===== src/design/kdcd_pkg.sv =====
// kdcd_pkg: types, constants and register codes shared by the key debounce and click detector
// no dependencies
`default_nettype none

package kdcd_pkg;

   // keys that reach the result fields
   localparam int MAX_KEYS     = 8;
   localparam int NUM_KEYS_DEF = 8;
   localparam int STATE_W      = 3;
   localparam int STATES_W     = MAX_KEYS * STATE_W;
   localparam int TIME_W       = 32;
   localparam int CNT_W        = 8;
   localparam int CSR_DATA_W   = 32;
   localparam int CSR_ADDR_W   = 5;

   localparam logic [CNT_W-1:0] CNT_MAX = 8'hFF;

   // register reset values
   localparam logic [CNT_W-1:0]  DEBOUNCE_RST = 8'd3;
   localparam logic [TIME_W-1:0] REPEAT_RST   = 32'd1000000;
   localparam logic [TIME_W-1:0] WINDOW_RST   = 32'd300000;
   localparam logic [TIME_W-1:0] GAP_RST      = 32'd500000;
   localparam logic              DBL_EN_RST   = 1'b1;

   typedef enum logic [STATE_W-1:0] {
      MODE_IDLE   = 3'd0,
      MODE_DOWN   = 3'd1,
      MODE_WAIT   = 3'd2,
      MODE_CLICK  = 3'd3,
      MODE_REPEAT = 3'd4,
      MODE_DBL    = 3'd5,
      MODE_DBLUP  = 3'd6
   } key_mode_type;

   typedef enum logic [2:0] {
      CSR_DEBOUNCE = 3'd0,
      CSR_REPEAT   = 3'd1,
      CSR_WINDOW   = 3'd2,
      CSR_GAP      = 3'd3,
      CSR_DBL_EN   = 3'd4
   } csr_index_type;

   typedef struct packed {
      logic [CNT_W-1:0]  debounce_count;
      logic [TIME_W-1:0] repeat_time_us;
      logic [TIME_W-1:0] double_window_us;
      logic [TIME_W-1:0] double_gap_us;
      logic              double_enable;
   } kdcd_cfg_type;

   // next-state view of one lane, taken by the merging stage
   typedef struct packed {
      key_mode_type mode;
      logic         pending;
   } lane_stat_type;

endpackage

`default_nettype wire


===== src/design/kdcd_req_if.sv =====
// kdcd_req_if: request channel (scan tick) with valid/ready handshake
// depends on kdcd_pkg
`default_nettype none

interface kdcd_req_if;
   logic                            valid;
   logic                            ready;
   logic [kdcd_pkg::MAX_KEYS-1:0]   pressed_mask;
   logic [kdcd_pkg::MAX_KEYS-1:0]   ack_mask;
   logic [kdcd_pkg::TIME_W-1:0]     now_us;

   modport source (output valid, output pressed_mask, output ack_mask, output now_us,
                   input ready);
   modport sink (input valid, input pressed_mask, input ack_mask, input now_us,
                 output ready);
endinterface

`default_nettype wire


===== src/design/kdcd_rsp_if.sv =====
// kdcd_rsp_if: result channel (key states and event flags) with valid/ready handshake
// depends on kdcd_pkg
`default_nettype none

interface kdcd_rsp_if;
   logic                            valid;
   logic                            ready;
   logic [kdcd_pkg::STATES_W-1:0]   key_states;
   logic [kdcd_pkg::MAX_KEYS-1:0]   new_event_mask;

   modport source (output valid, output key_states, output new_event_mask, input ready);
   modport sink (input valid, input key_states, input new_event_mask, output ready);
endinterface

`default_nettype wire


===== src/design/kdcd_csr.sv =====
// kdcd_csr: configuration registers behind an apb-style write/read port
// depends on kdcd_pkg
`default_nettype none

module kdcd_csr (
   input  wire logic                              clock,
   input  wire logic                              reset,
   input  wire logic                              psel,
   input  wire logic                              penable,
   input  wire logic                              pwrite,
   input  wire logic [kdcd_pkg::CSR_ADDR_W-1:0]   paddr,
   input  wire logic [kdcd_pkg::CSR_DATA_W-1:0]   pwdata,
   output logic      [kdcd_pkg::CSR_DATA_W-1:0]   prdata,
   output logic                                   pready,
   output kdcd_pkg::kdcd_cfg_type                 cfg
);
   import kdcd_pkg::*;

   kdcd_cfg_type  cfg_ff, cfg_in;
   logic          wr_en;
   csr_index_type idx;

   assign pready = 1'b1;
   assign wr_en  = psel & penable & pwrite;
   assign idx    = csr_index_type'(paddr[CSR_ADDR_W-1:2]);

   always_comb begin
      cfg_in = cfg_ff;
      if (wr_en) begin
         unique case (idx)
            CSR_DEBOUNCE: cfg_in.debounce_count   = pwdata[CNT_W-1:0];
            CSR_REPEAT:   cfg_in.repeat_time_us   = pwdata[TIME_W-1:0];
            CSR_WINDOW:   cfg_in.double_window_us = pwdata[TIME_W-1:0];
            CSR_GAP:      cfg_in.double_gap_us    = pwdata[TIME_W-1:0];
            CSR_DBL_EN:   cfg_in.double_enable    = pwdata[0];
            default:      cfg_in = cfg_ff;
         endcase
      end
   end

   always_comb begin
      unique case (idx)
         CSR_DEBOUNCE: prdata = {{(CSR_DATA_W-CNT_W){1'b0}}, cfg_ff.debounce_count};
         CSR_REPEAT:   prdata = cfg_ff.repeat_time_us;
         CSR_WINDOW:   prdata = cfg_ff.double_window_us;
         CSR_GAP:      prdata = cfg_ff.double_gap_us;
         CSR_DBL_EN:   prdata = {{(CSR_DATA_W-1){1'b0}}, cfg_ff.double_enable};
         default:      prdata = '0;
      endcase
   end

   always_ff @(posedge clock) begin
      if (reset) begin
         cfg_ff.debounce_count   <= DEBOUNCE_RST;
         cfg_ff.repeat_time_us   <= REPEAT_RST;
         cfg_ff.double_window_us <= WINDOW_RST;
         cfg_ff.double_gap_us    <= GAP_RST;
         cfg_ff.double_enable    <= DBL_EN_RST;
      end else begin
         cfg_ff <= cfg_in;
      end
   end

   assign cfg = cfg_ff;

endmodule

`default_nettype wire


===== src/design/kdcd_lane.sv =====
// kdcd_lane: debounce counter and click/repeat/double-press state machine for one key
// depends on kdcd_pkg
`default_nettype none

module kdcd_lane (
   input  wire logic                            clock,
   input  wire logic                            reset,
   input  wire logic                            accept,
   input  wire logic                            pressed,
   input  wire logic                            ack,
   input  wire logic [kdcd_pkg::TIME_W-1:0]     now_us,
   input  kdcd_pkg::kdcd_cfg_type               cfg,
   output kdcd_pkg::lane_stat_type              stat
);
   import kdcd_pkg::*;

   key_mode_type      mode_ff, mode_in;
   logic [CNT_W-1:0]  cnt_ff, cnt_in;
   logic              pend_ff, pend_in;
   logic [TIME_W-1:0] stamp_ff, stamp_in;
   logic [TIME_W-1:0] drs_ff, drs_in;
   logic              lock_ff, lock_in;

   logic              en;
   logic              ev_ack;
   logic              cnt_zero;
   logic              cnt_ok;
   logic [TIME_W-1:0] press_el;
   logic [TIME_W-1:0] dbl_el;
   logic              window_hit;
   logic              repeat_hit_full;
   logic              repeat_hit_simple;
   logic              lock_set;
   logic              lock_cur;
   logic [TIME_W-1:0] lock_el;

   assign en       = cfg.double_enable;
   assign ev_ack   = pend_ff & ~ack;
   assign cnt_in   = !pressed ? '0 : ((cnt_ff == CNT_MAX) ? cnt_ff : cnt_ff + 1'b1);
   assign cnt_zero = (cnt_in == '0);
   assign cnt_ok   = (cnt_in >= cfg.debounce_count);
   assign press_el = now_us - stamp_ff;
   assign dbl_el   = now_us - drs_ff;

   assign window_hit        = (press_el >= cfg.double_window_us);
   // a release in down restamps, so the hold time seen then is zero
   assign repeat_hit_full   = ((cnt_zero ? '0 : press_el) >= cfg.repeat_time_us);
   assign repeat_hit_simple = (press_el >= cfg.repeat_time_us);

   // next state
   always_comb begin
      mode_in = mode_ff;
      unique case (mode_ff)
         MODE_IDLE: begin
            if (cnt_ok) mode_in = MODE_DOWN;
         end
         MODE_DOWN: begin
            if (en) begin
               if (repeat_hit_full) mode_in = MODE_REPEAT;
               else if (cnt_zero)   mode_in = MODE_WAIT;
            end else begin
               if (repeat_hit_simple) mode_in = MODE_REPEAT;
               else if (cnt_zero)     mode_in = MODE_CLICK;
            end
         end
         MODE_WAIT: begin
            // an allowed second press wins over the click timeout
            if (en) begin
               if (!lock_ff && cnt_ok) mode_in = MODE_DBL;
               else if (window_hit)    mode_in = MODE_CLICK;
            end
         end
         MODE_CLICK: begin
            if (!ev_ack) mode_in = MODE_IDLE;
         end
         MODE_REPEAT: begin
            if (cnt_zero) mode_in = MODE_IDLE;
         end
         MODE_DBL: begin
            if (en && cnt_zero) mode_in = MODE_DBLUP;
         end
         MODE_DBLUP: begin
            if (en && !ev_ack) mode_in = MODE_IDLE;
         end
         default: mode_in = mode_ff;
      endcase
   end

   // state outputs: event flag, stamps, lock
   always_comb begin
      pend_in  = ev_ack;
      stamp_in = stamp_ff;
      drs_in   = drs_ff;
      lock_set = 1'b0;
      unique case (mode_ff)
         MODE_IDLE: begin
            if (cnt_ok) stamp_in = now_us;
         end
         MODE_DOWN: begin
            if (en) begin
               if (cnt_zero)        stamp_in = now_us;
               if (repeat_hit_full) pend_in  = 1'b1;
            end else if (cnt_zero || repeat_hit_simple) begin
               pend_in = 1'b1;
            end
         end
         MODE_WAIT: begin
            if (en && window_hit) pend_in = 1'b1;
         end
         MODE_DBL: begin
            if (en && cnt_zero) pend_in = 1'b1;
         end
         MODE_DBLUP: begin
            if (en && !ev_ack) begin
               lock_set = 1'b1;
               drs_in   = now_us;
            end
         end
         default: pend_in = ev_ack;
      endcase
   end

   // lock timeout, only while double press is enabled
   assign lock_cur = lock_ff | lock_set;
   assign lock_el  = lock_set ? '0 : dbl_el;
   assign lock_in  = en ? (lock_cur && !(lock_el >= cfg.double_gap_us)) : lock_ff;

   always_ff @(posedge clock) begin
      if (reset) begin
         mode_ff  <= MODE_IDLE;
         cnt_ff   <= '0;
         pend_ff  <= 1'b0;
         lock_ff  <= 1'b0;
         stamp_ff <= '0;
         drs_ff   <= '0;
      end else if (accept) begin
         mode_ff  <= mode_in;
         cnt_ff   <= cnt_in;
         pend_ff  <= pend_in;
         lock_ff  <= lock_in;
         stamp_ff <= stamp_in;
         drs_ff   <= drs_in;
      end
   end

   assign stat.mode    = mode_in;
   assign stat.pending = pend_in;

   a_idle_press_stamps: assert property (@(posedge clock) disable iff (reset)
      (accept && mode_ff == MODE_IDLE && mode_in == MODE_DOWN) |=> (stamp_ff == $past(now_us)))
      else $error("press stamp not taken on accepted press");

   a_release_clears_count: assert property (@(posedge clock) disable iff (reset)
      (accept && !pressed) |=> (cnt_ff == '0))
      else $error("debounce count not cleared on release");

   a_mode_holds_between: assert property (@(posedge clock) disable iff (reset)
      !accept |=> ($stable(mode_ff) && $stable(pend_ff) && $stable(lock_ff)))
      else $error("key state changed without a request");

endmodule

`default_nettype wire


===== src/design/kdcd_merge.sv =====
// kdcd_merge: packs the lanes' states and flags into the registered result
// depends on kdcd_pkg, kdcd_rsp_if
`default_nettype none

module kdcd_merge #(
   parameter int NUM_LANES = kdcd_pkg::MAX_KEYS
) (
   input  wire logic                 clock,
   input  wire logic                 reset,
   input  wire logic                 accept,
   input  kdcd_pkg::lane_stat_type   stats [NUM_LANES],
   output logic                      req_ready,
   kdcd_rsp_if.source                rsp_chan
);
   import kdcd_pkg::*;

   logic                      valid_ff, valid_in;
   logic [STATES_W-1:0]       states_ff, states_in;
   logic [MAX_KEYS-1:0]       events_ff, events_in;
   logic [STATE_W-1:0]        mode_slot [MAX_KEYS];
   logic                      pend_slot [MAX_KEYS];

   for (genvar g = 0; g < MAX_KEYS; g++) begin : g_slot
      if (g < NUM_LANES) begin : g_used
         assign mode_slot[g] = stats[g].mode;
         assign pend_slot[g] = stats[g].pending;
      end else begin : g_absent
         assign mode_slot[g] = '0;
         assign pend_slot[g] = 1'b0;
      end
   end

   always_comb begin
      for (int i = 0; i < MAX_KEYS; i++) begin
         states_in[i*STATE_W +: STATE_W] = mode_slot[i];
         events_in[i]                    = pend_slot[i];
      end
   end

   assign req_ready = !valid_ff || rsp_chan.ready;
   assign valid_in  = accept || (valid_ff && !rsp_chan.ready);

   always_ff @(posedge clock) begin
      if (reset) begin
         valid_ff <= 1'b0;
      end else begin
         valid_ff <= valid_in;
      end
   end

   always_ff @(posedge clock) begin
      if (accept) begin
         states_ff <= states_in;
         events_ff <= events_in;
      end
   end

   assign rsp_chan.valid          = valid_ff;
   assign rsp_chan.key_states     = states_ff;
   assign rsp_chan.new_event_mask = events_ff;

endmodule

`default_nettype wire


===== src/design/key_debounce_click_detector.sv =====
// key_debounce_click_detector: per-key debounce and click, long-press and double-press detection
// a result is registered and valid in the cycle after its request is accepted
// throughput: one request per cycle; a new request is taken in the cycle the last result
// leaves, and the input stalls while a result waits on a low rsp ready
// all keys are updated in the same cycle by one lane each, so no loop sets the rate
// reset: synchronous, clears every key to idle, counters, flags and locks to zero,
// and loads the register defaults; no clearing pass
// depends on kdcd_pkg, kdcd_req_if, kdcd_rsp_if, kdcd_csr, kdcd_lane, kdcd_merge
`default_nettype none

module key_debounce_click_detector #(
   parameter int NUM_KEYS = kdcd_pkg::NUM_KEYS_DEF
) (
   input  wire logic                              clock,
   input  wire logic                              reset,
   kdcd_req_if.sink                               req_chan,
   kdcd_rsp_if.source                             rsp_chan,
   input  wire logic                              psel,
   input  wire logic                              penable,
   input  wire logic                              pwrite,
   input  wire logic [kdcd_pkg::CSR_ADDR_W-1:0]   paddr,
   input  wire logic [kdcd_pkg::CSR_DATA_W-1:0]   pwdata,
   output logic      [kdcd_pkg::CSR_DATA_W-1:0]   prdata,
   output logic                                   pready
);
   import kdcd_pkg::*;

   // keys past the result fields always read released and never show up,
   // so only the visible keys get a lane
   localparam int NUM_LANES = (NUM_KEYS < MAX_KEYS) ? NUM_KEYS : MAX_KEYS;

   kdcd_cfg_type  cfg;
   lane_stat_type stats [NUM_LANES];
   logic          req_ready;
   logic          accept;

   // request handshake: taken whenever the output register is free or draining
   assign req_chan.ready = req_ready;
   assign accept         = req_chan.valid && req_ready;

   // configuration registers
   kdcd_csr u_csr (
      .clock   (clock),
      .reset   (reset),
      .psel    (psel),
      .penable (penable),
      .pwrite  (pwrite),
      .paddr   (paddr),
      .pwdata  (pwdata),
      .prdata  (prdata),
      .pready  (pready),
      .cfg     (cfg)
   );

   // one lane per key: ack, debounce and state machine all in the accept cycle
   for (genvar k = 0; k < NUM_LANES; k++) begin : g_lane
      kdcd_lane u_lane (
         .clock   (clock),
         .reset   (reset),
         .accept  (accept),
         .pressed (req_chan.pressed_mask[k]),
         .ack     (req_chan.ack_mask[k]),
         .now_us  (req_chan.now_us),
         .cfg     (cfg),
         .stat    (stats[k])
      );
   end

   // merging stage and output register
   kdcd_merge #(
      .NUM_LANES (NUM_LANES)
   ) u_merge (
      .clock     (clock),
      .reset     (reset),
      .accept    (accept),
      .stats     (stats),
      .req_ready (req_ready),
      .rsp_chan  (rsp_chan)
   );

endmodule

`default_nettype wire

===== src/flat_wrapper.sv =====
// flat-port wrapper written by rule: the top's interface ports become plain ports
module key_debounce_click_detector_flat import kdcd_pkg::*;
#(
   parameter int NUM_KEYS = kdcd_pkg::NUM_KEYS_DEF
)
  (clock, reset, psel, penable, pwrite, paddr, pwdata, prdata, pready, req_chan_valid, req_chan_pressed_mask, req_chan_ack_mask, req_chan_now_us, req_chan_ready, rsp_chan_valid, rsp_chan_key_states, rsp_chan_new_event_mask, rsp_chan_ready);
  kdcd_req_if req_chan_i ();
  kdcd_rsp_if rsp_chan_i ();
  input  wire logic clock;
  input  wire logic reset;
  input  wire logic psel;
  input  wire logic penable;
  input  wire logic pwrite;
  input  wire logic [kdcd_pkg::CSR_ADDR_W-1:0] paddr;
  input  wire logic [kdcd_pkg::CSR_DATA_W-1:0] pwdata;
  output logic      [kdcd_pkg::CSR_DATA_W-1:0] prdata;
  output logic pready;
  input wire logic [$bits(req_chan_i.valid)-1:0] req_chan_valid;
  input wire logic [$bits(req_chan_i.pressed_mask)-1:0] req_chan_pressed_mask;
  input wire logic [$bits(req_chan_i.ack_mask)-1:0] req_chan_ack_mask;
  input wire logic [$bits(req_chan_i.now_us)-1:0] req_chan_now_us;
  output wire logic [$bits(req_chan_i.ready)-1:0] req_chan_ready;
  output wire logic [$bits(rsp_chan_i.valid)-1:0] rsp_chan_valid;
  output wire logic [$bits(rsp_chan_i.key_states)-1:0] rsp_chan_key_states;
  output wire logic [$bits(rsp_chan_i.new_event_mask)-1:0] rsp_chan_new_event_mask;
  input wire logic [$bits(rsp_chan_i.ready)-1:0] rsp_chan_ready;
  assign req_chan_i.valid = req_chan_valid;
  assign req_chan_i.pressed_mask = req_chan_pressed_mask;
  assign req_chan_i.ack_mask = req_chan_ack_mask;
  assign req_chan_i.now_us = req_chan_now_us;
  assign req_chan_ready = req_chan_i.ready;
  assign rsp_chan_valid = rsp_chan_i.valid;
  assign rsp_chan_key_states = rsp_chan_i.key_states;
  assign rsp_chan_new_event_mask = rsp_chan_i.new_event_mask;
  assign rsp_chan_i.ready = rsp_chan_ready;
  key_debounce_click_detector #(.NUM_KEYS(NUM_KEYS)) u_core (.clock(clock), .reset(reset), .req_chan(req_chan_i), .rsp_chan(rsp_chan_i), .psel(psel), .penable(penable), .pwrite(pwrite), .paddr(paddr), .pwdata(pwdata), .prdata(prdata), .pready(pready));
endmodule

===== config.mk =====
export PLATFORM = sky130hd
export DESIGN_NAME = key_debounce_click_detector_flat
export DESIGN_NICKNAME = d
export VERILOG_FILES = /design/src/design/kdcd_pkg.sv /design/src/design/kdcd_req_if.sv /design/src/design/kdcd_rsp_if.sv /design/src/design/kdcd_csr.sv /design/src/design/kdcd_lane.sv /design/src/design/kdcd_merge.sv /design/src/design/key_debounce_click_detector.sv /design/src/flat_wrapper.sv
export SDC_FILE = /design/constraint.sdc
export NUM_CORES = 2
export LEC_CHECK = 0
export BUFFER_PORTS_ARGS = -buffer_cell sky130_fd_sc_hd__buf_2
export CAP_MARGIN = 10
export CORE_AREA = 2 2 271 541
export DETAILED_ROUTE_END_ITERATION = 8
export DIE_AREA = 0 0 273 543
export PLACE_DENSITY = 0.73
export SYNTH_ARGS = -nofsm -noshare
export SYNTH_HDL_FRONTEND = slang
export SYNTH_SLANG_ARGS = --single-unit

===== constraint.sdc =====
create_clock -name clock -period 12.7 [get_ports clock]
set_clock_uncertainty 0.05 [all_clocks]
set_input_delay 2.54 -clock clock [delete_from_list [all_inputs] [get_ports clock]]
set_output_delay 2.54 -clock clock [all_outputs]
set_load 0.005 [all_outputs]

* Word level (Yosys, flattened, before mapping)
Cells that the tools add are included.
W data, S select, Z words.
** Storage, ports and cells
- Bits in writable memories :: 0
- Bits in latches :: 0
- Word-level logic and storage cells :: 596
- Flip-flop bits (word level) :: 754
- Output and inout bits :: 67
- ROM bits :: 0
- Memories kept :: 0
** Cells by class
- Equality and inequality tests :: 84
- Bitwise gates (word level) :: 26
- Divide/modulo/power cells :: 0
- $add $sub $neg :: 24
- Reduce and logical (&&, ||, !) cells :: 125
- Order comparisons :: 40
- Shift operators :: 0
- Muxes and demuxes :: 241
- Multiply operators :: 0
** Operators with widths (count)
- $mux W32 :: 40
- $ge A32 B32 Y1 :: 32
- $pmux W32 S2 :: 8
- $sub A32 B32 Y32 :: 16
- $mux W3 :: 104
- $pmux W3 S7 :: 8
- $pmux W32 S5 :: 1
- $mux W8 :: 16
- $eq A3 B3 Y1 const B :: 25
- $add A8 B1 Y8 const B :: 8
- $eq A8 B8 Y1 const B :: 8
- $ge A8 B8 Y1 :: 8
- $logic_not A8 Y1 :: 8
- $mux W1 :: 56
- $eq A3 B2 Y1 const B :: 18
- $logic_and A1 B1 Y1 :: 42
- $reduce_and A5 Y1 :: 8
- $ne A2 B2 Y1 const B :: 16
- $eq A3 B1 Y1 const B :: 9
- $logic_not A3 Y1 :: 9
- $logic_not A1 Y1 :: 26
- $pmux W1 S3 :: 8
- $reduce_and A3 Y1 :: 8
- $ne A2 B1 Y1 const B :: 8
- 6 further kinds :: 50

* Longest topological paths before layout
- Depth after elaboration :: 10
- Gate-level depth with buffers :: 27
- Gate-level depth less buffers :: 25

* Modules after synthesis
Synthesis repeated with hierarchy kept, for this count alone.
** Unflattened totals
- Cells, all modules :: 11725
- Area total of the unflattened synthesis :: 87181.1 um2
** By module, submodules not included
- kdcd_lane at u_core.g_lane[1].u_lane ... :: cells each 1365, area an instance 9912.0 um2, times used 4
- kdcd_lane at u_core.g_lane[0].u_lane ... :: cells each 1445, area an instance 10396.2 um2, times used 3
- kdcd_lane at u_core.g_lane[7].u_lane :: cells each 1383, area an instance 10207.3 um2, times used 1
- kdcd_csr :: cells each 510, area an instance 5123.7 um2, times used 1
- kdcd_merge :: cells each 36, area an instance 1007.2 um2, times used 1
- key_debounce_click_detector :: cells each 1, area an instance 6.3 um2, times used 1

* Worst setup path before layout
OpenSTA, ideal clock, no wires.
- Path kind :: input to register
- From :: input req_chan_now_us[0]
- To :: register u_core.u_merge.states_ff[0] (netlist: u_core.u_merge.rsp_chan.key_states[0]), data pin
- Stages :: 25
- Setup time :: 262 ps
- Arrival :: 7648 ps
- Required time :: 12388 ps
- Slack :: 4740 ps
- Cell sequence :: clkbuf_1 -> clkbuf_1 -> inv_1 -> ha_1 -> inv_1 -> fa_1 -> a21o_1 -> a221oi_2 -> a21o_1 -> a21oi_1 -> a221oi_2 -> o31ai_1 -> a211o_1 -> a41oi_1 -> xnor2_1 -> ha_1 -> nand4_1 -> nor3_1 -> nand4_1 -> o22ai_1 -> a2111oi_0 -> nand2_1 -> o31ai_1 -> nand2_1 -> or2_2
** On the way
- Cells in the longest elaborated chain, start to end :: 6
- Elaborated cells between the ends (all ways) :: 12
- Classes of those cells :: add/sub: 1; order compare: 3; mux: 8
** Ends and longest elaborated chain
- from (decl) :: line flat_wrapper.sv:21 : input wire logic [$bits(req_chan_i.now_us)-1:0] req_chan_now_us;
- $sub A32 B32 Y32 (*) :: line kdcd_lane.sv:42 : assign press_el = now_us - stamp_ff;
- $ge A32 B32 Y1 or $mux W32 (tied branches) :: line kdcd_lane.sv:45, kdcd_lane.sv:47
- $mux W3 or $ge A32 B32 Y1 (tied branches) :: line kdcd_lane.sv:70, kdcd_lane.sv:47
- $mux W3, on equally long branches :: line kdcd_lane.sv:69, kdcd_lane.sv:59
- $mux W3, on equally long branches :: line kdcd_lane.sv:68, kdcd_lane.sv:58
- $pmux W3 S7 (*) :: line kdcd_lane.sv:53 : unique case (mode_ff)
- via u_core.g_lane[0].u_lane.mode_in[0] :: line kdcd_lane.sv:17 : key_mode_type mode_ff, mode_in;
- to (signal assigned) :: line kdcd_merge.sv:53 : states_ff <= states_in;
- to (decl) :: line kdcd_merge.sv:18 : logic [STATES_W-1:0] states_ff, states_in;
The timed path passes the listed nets; every way through them passes the cells marked *.
A chain may end at the register's enable or synchronous reset.

* Final worst setup path
- From :: input req_chan_now_us[0]
- To :: register u_core.g_lane[3].u_lane.mode_ff[0]
** On the way
- Cells in the longest elaborated chain, start to end :: 6
- Elaborated cells between the ends (all ways) :: 12
- Classes of those cells :: add/sub: 1; order compare: 3; mux: 8
** Ends and longest elaborated chain
- $sub A32 B32 Y32 (*) :: line kdcd_lane.sv:42
- $ge A32 B32 Y1 or $mux W32 (tied branches) :: line kdcd_lane.sv:45, kdcd_lane.sv:47
- $mux W3 or $ge A32 B32 Y1 (tied branches) :: line kdcd_lane.sv:70, kdcd_lane.sv:47
- $mux W3, on equally long branches :: line kdcd_lane.sv:69, kdcd_lane.sv:59
- $mux W3, on equally long branches :: line kdcd_lane.sv:68, kdcd_lane.sv:58
- $pmux W3 S7 (*) :: line kdcd_lane.sv:53
- to (signal assigned) :: line kdcd_lane.sv:137 : mode_ff <= mode_in;
- to (decl) :: line kdcd_lane.sv:17
Every way passes the cells marked *; elsewhere a longest branch is shown, timed or not.

==> impl_metrics.json <==
{
  "wl_met3_um": 19000,
  "fraction_of_layout_instances_using_a_drive_strength_above_1_pct": 5.56,
  "unrepaired_setup_endpoints_after_global_routing": "no",
  "ctsResizeCount": 0,
  "dr.first_iter.drc_count": 5038,
  "tightestPinTransition_ns": 1.46,
  "clock_latency_ns": 0.75,
  "hold_fails_final_rpt": 0,
  "placed_insts": 12400,
  "crit_buf_inv": 5,
  "p_leak_nw": 37.0,
  "maxSlewViolCount": 0,
  "clk_sinks": 754,
  "postSynthAreaPerCell_um2": 7.71,
  "drc": 1,
  "vdd.ir_drop.worst_mv": 0.110,
  "setup_tns_ns": 0,
  "cp_slowest_cell": "sky130_fd_sc_hd__a2111oi_0",
  "dpl.hpwl_um": 247000,
  "setup.worst_path.class": "in2reg",
  "die_height_um": 543,
  "post_synth_inst_count": 10600,
  "timing.critical_path.arrival_ns": 10.35,
  "fill_cells": 13400,
  "synth.area.top_cells": "sky130_fd_sc_hd__ha_1, sky130_fd_sc_hd__dfxtp_1, sky130_fd_sc_hd__a21oi_1, sky130_fd_sc_hd__nand2_1, sky130_fd_sc_hd__a21o_1",
  "synthFlopType": "sky130_fd_sc_hd__dfxtp_1",
  "clock_tree.root_cell": "sky130_fd_sc_hd__clkbuf_16",
  "first_pass_iters": 9,
  "total_power_mw": 8.22,
  "nNetsFinal": 12300,
  "biggest_fanout_along_the_worst_timing_path": 17,
  "max_cap_violations": 1,
  "num_vias": 81100,
  "ffs_latches_synth": 754,
  "antenna_found_initial": 35,
  "layout_overhead_on_the_synthesized_area_pct": 7.01,
  "status": "finished with violations",
  "async_flop_share_pct": 0,
  "pin_count": 159,
  "cts_tree": "built",
  "synthesized_netlist_net_count": 12300,
  "cp-end-kind": "flop",
  "grt_pass1_vias": 82100,
  "wl_um": 320000,
  "wl_met1_um": 101000,
  "highest_layer": "met5",
  "critPathMostFrequentCell": "sky130_fd_sc_hd__inv_1",
  "layout_min_cycle_time_ns": 9.77,
  "post-synth-top-area-cell": "sky130_fd_sc_hd__ha_1",
  "netlist_area_um2": 81800,
  "detailroute.wirelength.met2_um": 155000,
  "first_pass_grt_wire_length_um": 472000,
  "setup-violations-final": 0,
  "synth.yosys.warnings": 0,
  "synth_sequential_area_ratio_pct": 18.8,
  "synth_top_area_share_pct": 24.3,
  "gp_routability_congestion": 1.02,
  "initial_standard_cell_utilization_of_the_core_pct": 56.8,
  "max_stage_delay_ns": 0.85,
  "post_cts_buffers": 0,
  "slew_headroom_pct": 2.18,
  "required_worst_endpoint_ns": 13.28,
  "max_freq_mhz": 102,
  "failed_checks": "design-rule violations, max-capacitance violations",
  "placeable_area_um2": 144000,
  "clk_pin_slew_worst_paths_ns": 0.06,
  "path_delay_family": "compound AO/OA/AOI/OAI gates",
  "ctsLongestPathBuffers": 3,
  "antenna_left": 0,
  "cts_hold_repair.buffers": 0,
  "layout.cells.non_filler": 12600,
  "worst_hold_path_type": "reg2reg",
  "min_period_over_period_pct": 76.9,
  "cellPowerDensity_nw_per_um2": 93.9,
  "route.detailed.wl_per_inst_um": 25.4,
  "std_cell_rows": 197,
  "grt_start_max_net_pins": 178,
  "yosys.cell_types.count": 110,
  "groute.usage.overall_pct": 42.2,
  "synth-edff-count": 32,
  "gr-total-overflow": 0,
  "setup.worst_path.start_class": "primary input",
  "tritoncts.num_buffers": 81,
  "cts_max_level": 3,
  "die_wd_um": 273,
  "design.die.area_um2": 148000,
  "vias_per_cell": 6.43,
  "placement.io_buffers": 155
}
[flip-flops by register name, indices dropped and copies added (netlist names)]
signal	count
u_core.g_lane.u_lane.mode_ff	24
u_core.g_lane.u_lane.drs_ff	256
u_core.g_lane.u_lane.cnt_ff	64
u_core.g_lane.u_lane.pend_ff	8
u_core.g_lane.u_lane.lock_ff	8
u_core.u_csr.cfg	105
u_core.g_lane.u_lane.stamp_ff	256
u_core.u_merge.rsp_chan.key_states	24
u_core.u_merge.rsp_chan.new_event_mask	8
u_core.u_merge.rsp_chan.valid	1
[cells in the final DEF (no fill, tap or decap), types with 107 or more instances in the layout]
cell                       instances
sky130_fd_sc_hd__nor3_1          192
sky130_fd_sc_hd__a211oi_1        115
sky130_fd_sc_hd__buf_2           154
sky130_fd_sc_hd__o21a_1          107
sky130_fd_sc_hd__nor2_1          873
sky130_fd_sc_hd__o21ai_0         444
sky130_fd_sc_hd__inv_1           761
sky130_fd_sc_hd__nand4_1         182
sky130_fd_sc_hd__nand2_1        1169
sky130_fd_sc_hd__mux2i_1         285
sky130_fd_sc_hd__and2_1          127
sky130_fd_sc_hd__xnor2_1         262
sky130_fd_sc_hd__a21o_1          540
sky130_fd_sc_hd__dfxtp_1         721
sky130_fd_sc_hd__nand2b_1        148
sky130_fd_sc_hd__buf_4           151
sky130_fd_sc_hd__nor2b_1         315
sky130_fd_sc_hd__a21oi_1        1036
sky130_fd_sc_hd__nand3_1         162
sky130_fd_sc_hd__ha_1           1592
sky130_fd_sc_hd__xor2_1          140
[metrics by stage]
stage	hold WS (ns)	utilization, %	worst slack, ns	instance area (um^2)
2_1_floorplan	0.386	-	4.74	81800
3_3_place_gp	0.391	58.9	2.66	84800
3_5_place_dp	0.396	58.9	2.56	84800
4_1_cts	0.405	60.8	3.30	87500
5_1_grt	0.418	60.8	2.68	87500
6_report	0.403	60.8	2.93	87600
[per-layer routing]
layer | vias to the layer above | GRT usage [%]
met5 | - | 0
li1 | 38000 | -
met3 | 1566 | 7.56
met1 | 38400 | 37.0
met4 | 6 | 50.9
met2 | 3047 | 74.5
[worst min-delay path, cell delays in order (launching register included)]
cell,delay (ns)
sky130_fd_sc_hd__dfxtp_1,0.31
sky130_fd_sc_hd__nand2_1,0.05
sky130_fd_sc_hd__a21oi_1,0.05
[worst paths after layout]
path	to	start	cells past startpoint	slack (ns)
worst max-delay path	u_core.g_lane[3].u_lane.mode_ff[0]	req_chan_now_us[0]	26	2.93
worst min-delay path	u_core.g_lane[3].u_lane.drs_ff[16]	u_core.g_lane[3].u_lane.drs_ff[16]	2	0.40
worst max register to register	u_core.g_lane[3].u_lane.mode_ff[0]	u_core.g_lane[3].u_lane.stamp_ff[0]	23	5.24
worst min register to register	u_core.g_lane[3].u_lane.drs_ff[16]	u_core.g_lane[3].u_lane.drs_ff[16]	2	0.40
[area by class of cell]
type / count / area (um^2) / area share [%]
diodes: 29 / 72.6 / 0.0829
clock buffers: 103 / 2240 / 2.56
clock inverters: 41 / 467 / 0.533
inverters: 765 / 2870 / 3.28
multi-input cells: 8722 / 62200 / 71.0
flip-flops and latches: 754 / 15400 / 17.6
well taps: 1890 / 2360 / 2.70
repair buffers: 308 / 1960 / 2.24
[cell usage after synthesis (all sizes together) (17+ instances only)]
| library cell | instances |
|---|---|
| xnor2 | 262 |
| nand2b | 148 |
| nor3 | 194 |
| a41oi | 17 |
| a21boi | 23 |
| o211ai | 91 |
| nand4 | 183 |
| inv | 763 |
| nand2 | 1173 |
| o31ai | 45 |
| nor4 | 26 |
| o2111ai | 25 |
| nor3b | 22 |
| xor2 | 140 |
| or2 | 44 |
| o21bai | 62 |
| a22oi | 27 |
| a21oi | 1039 |
| nand3 | 165 |
| or3 | 28 |
| nor2 | 886 |
| a211oi | 119 |
| o41ai | 22 |
| dfxtp | 722 |
| a21o | 541 |
| edfxtp | 32 |
| ha | 1592 |
| mux2i | 285 |
| a211o | 19 |
| o21ai | 463 |
| buf | 59 |
| a2111oi | 45 |
| and3 | 80 |
| o31a | 17 |
| and2 | 128 |
| clkbuf | 308 |
| nor2b | 316 |
| o21a | 108 |
| and4 | 32 |
| a31oi | 106 |
[power by group]
group | switching, mW | internal, mW | total, mW
Combinational | 1.94 | 1.22 | 3.16
Clock | 1.18 | 1.40 | 2.57
Sequential | 0.0469 | 2.44 | 2.49
[logic make-up after synthesis]
family	Yosys count	share of synthesized area, %
simple gates	3478	20.1
xor+xnor	402	4.30
flops	754	18.8
compound gates	2933	22.9
fa+ha+maj	1608	24.7
mux	300	3.79
other cells	1	0.00458
buf+inv	1132	5.37
No activity file was read; power rests on OpenSTA's default activity.
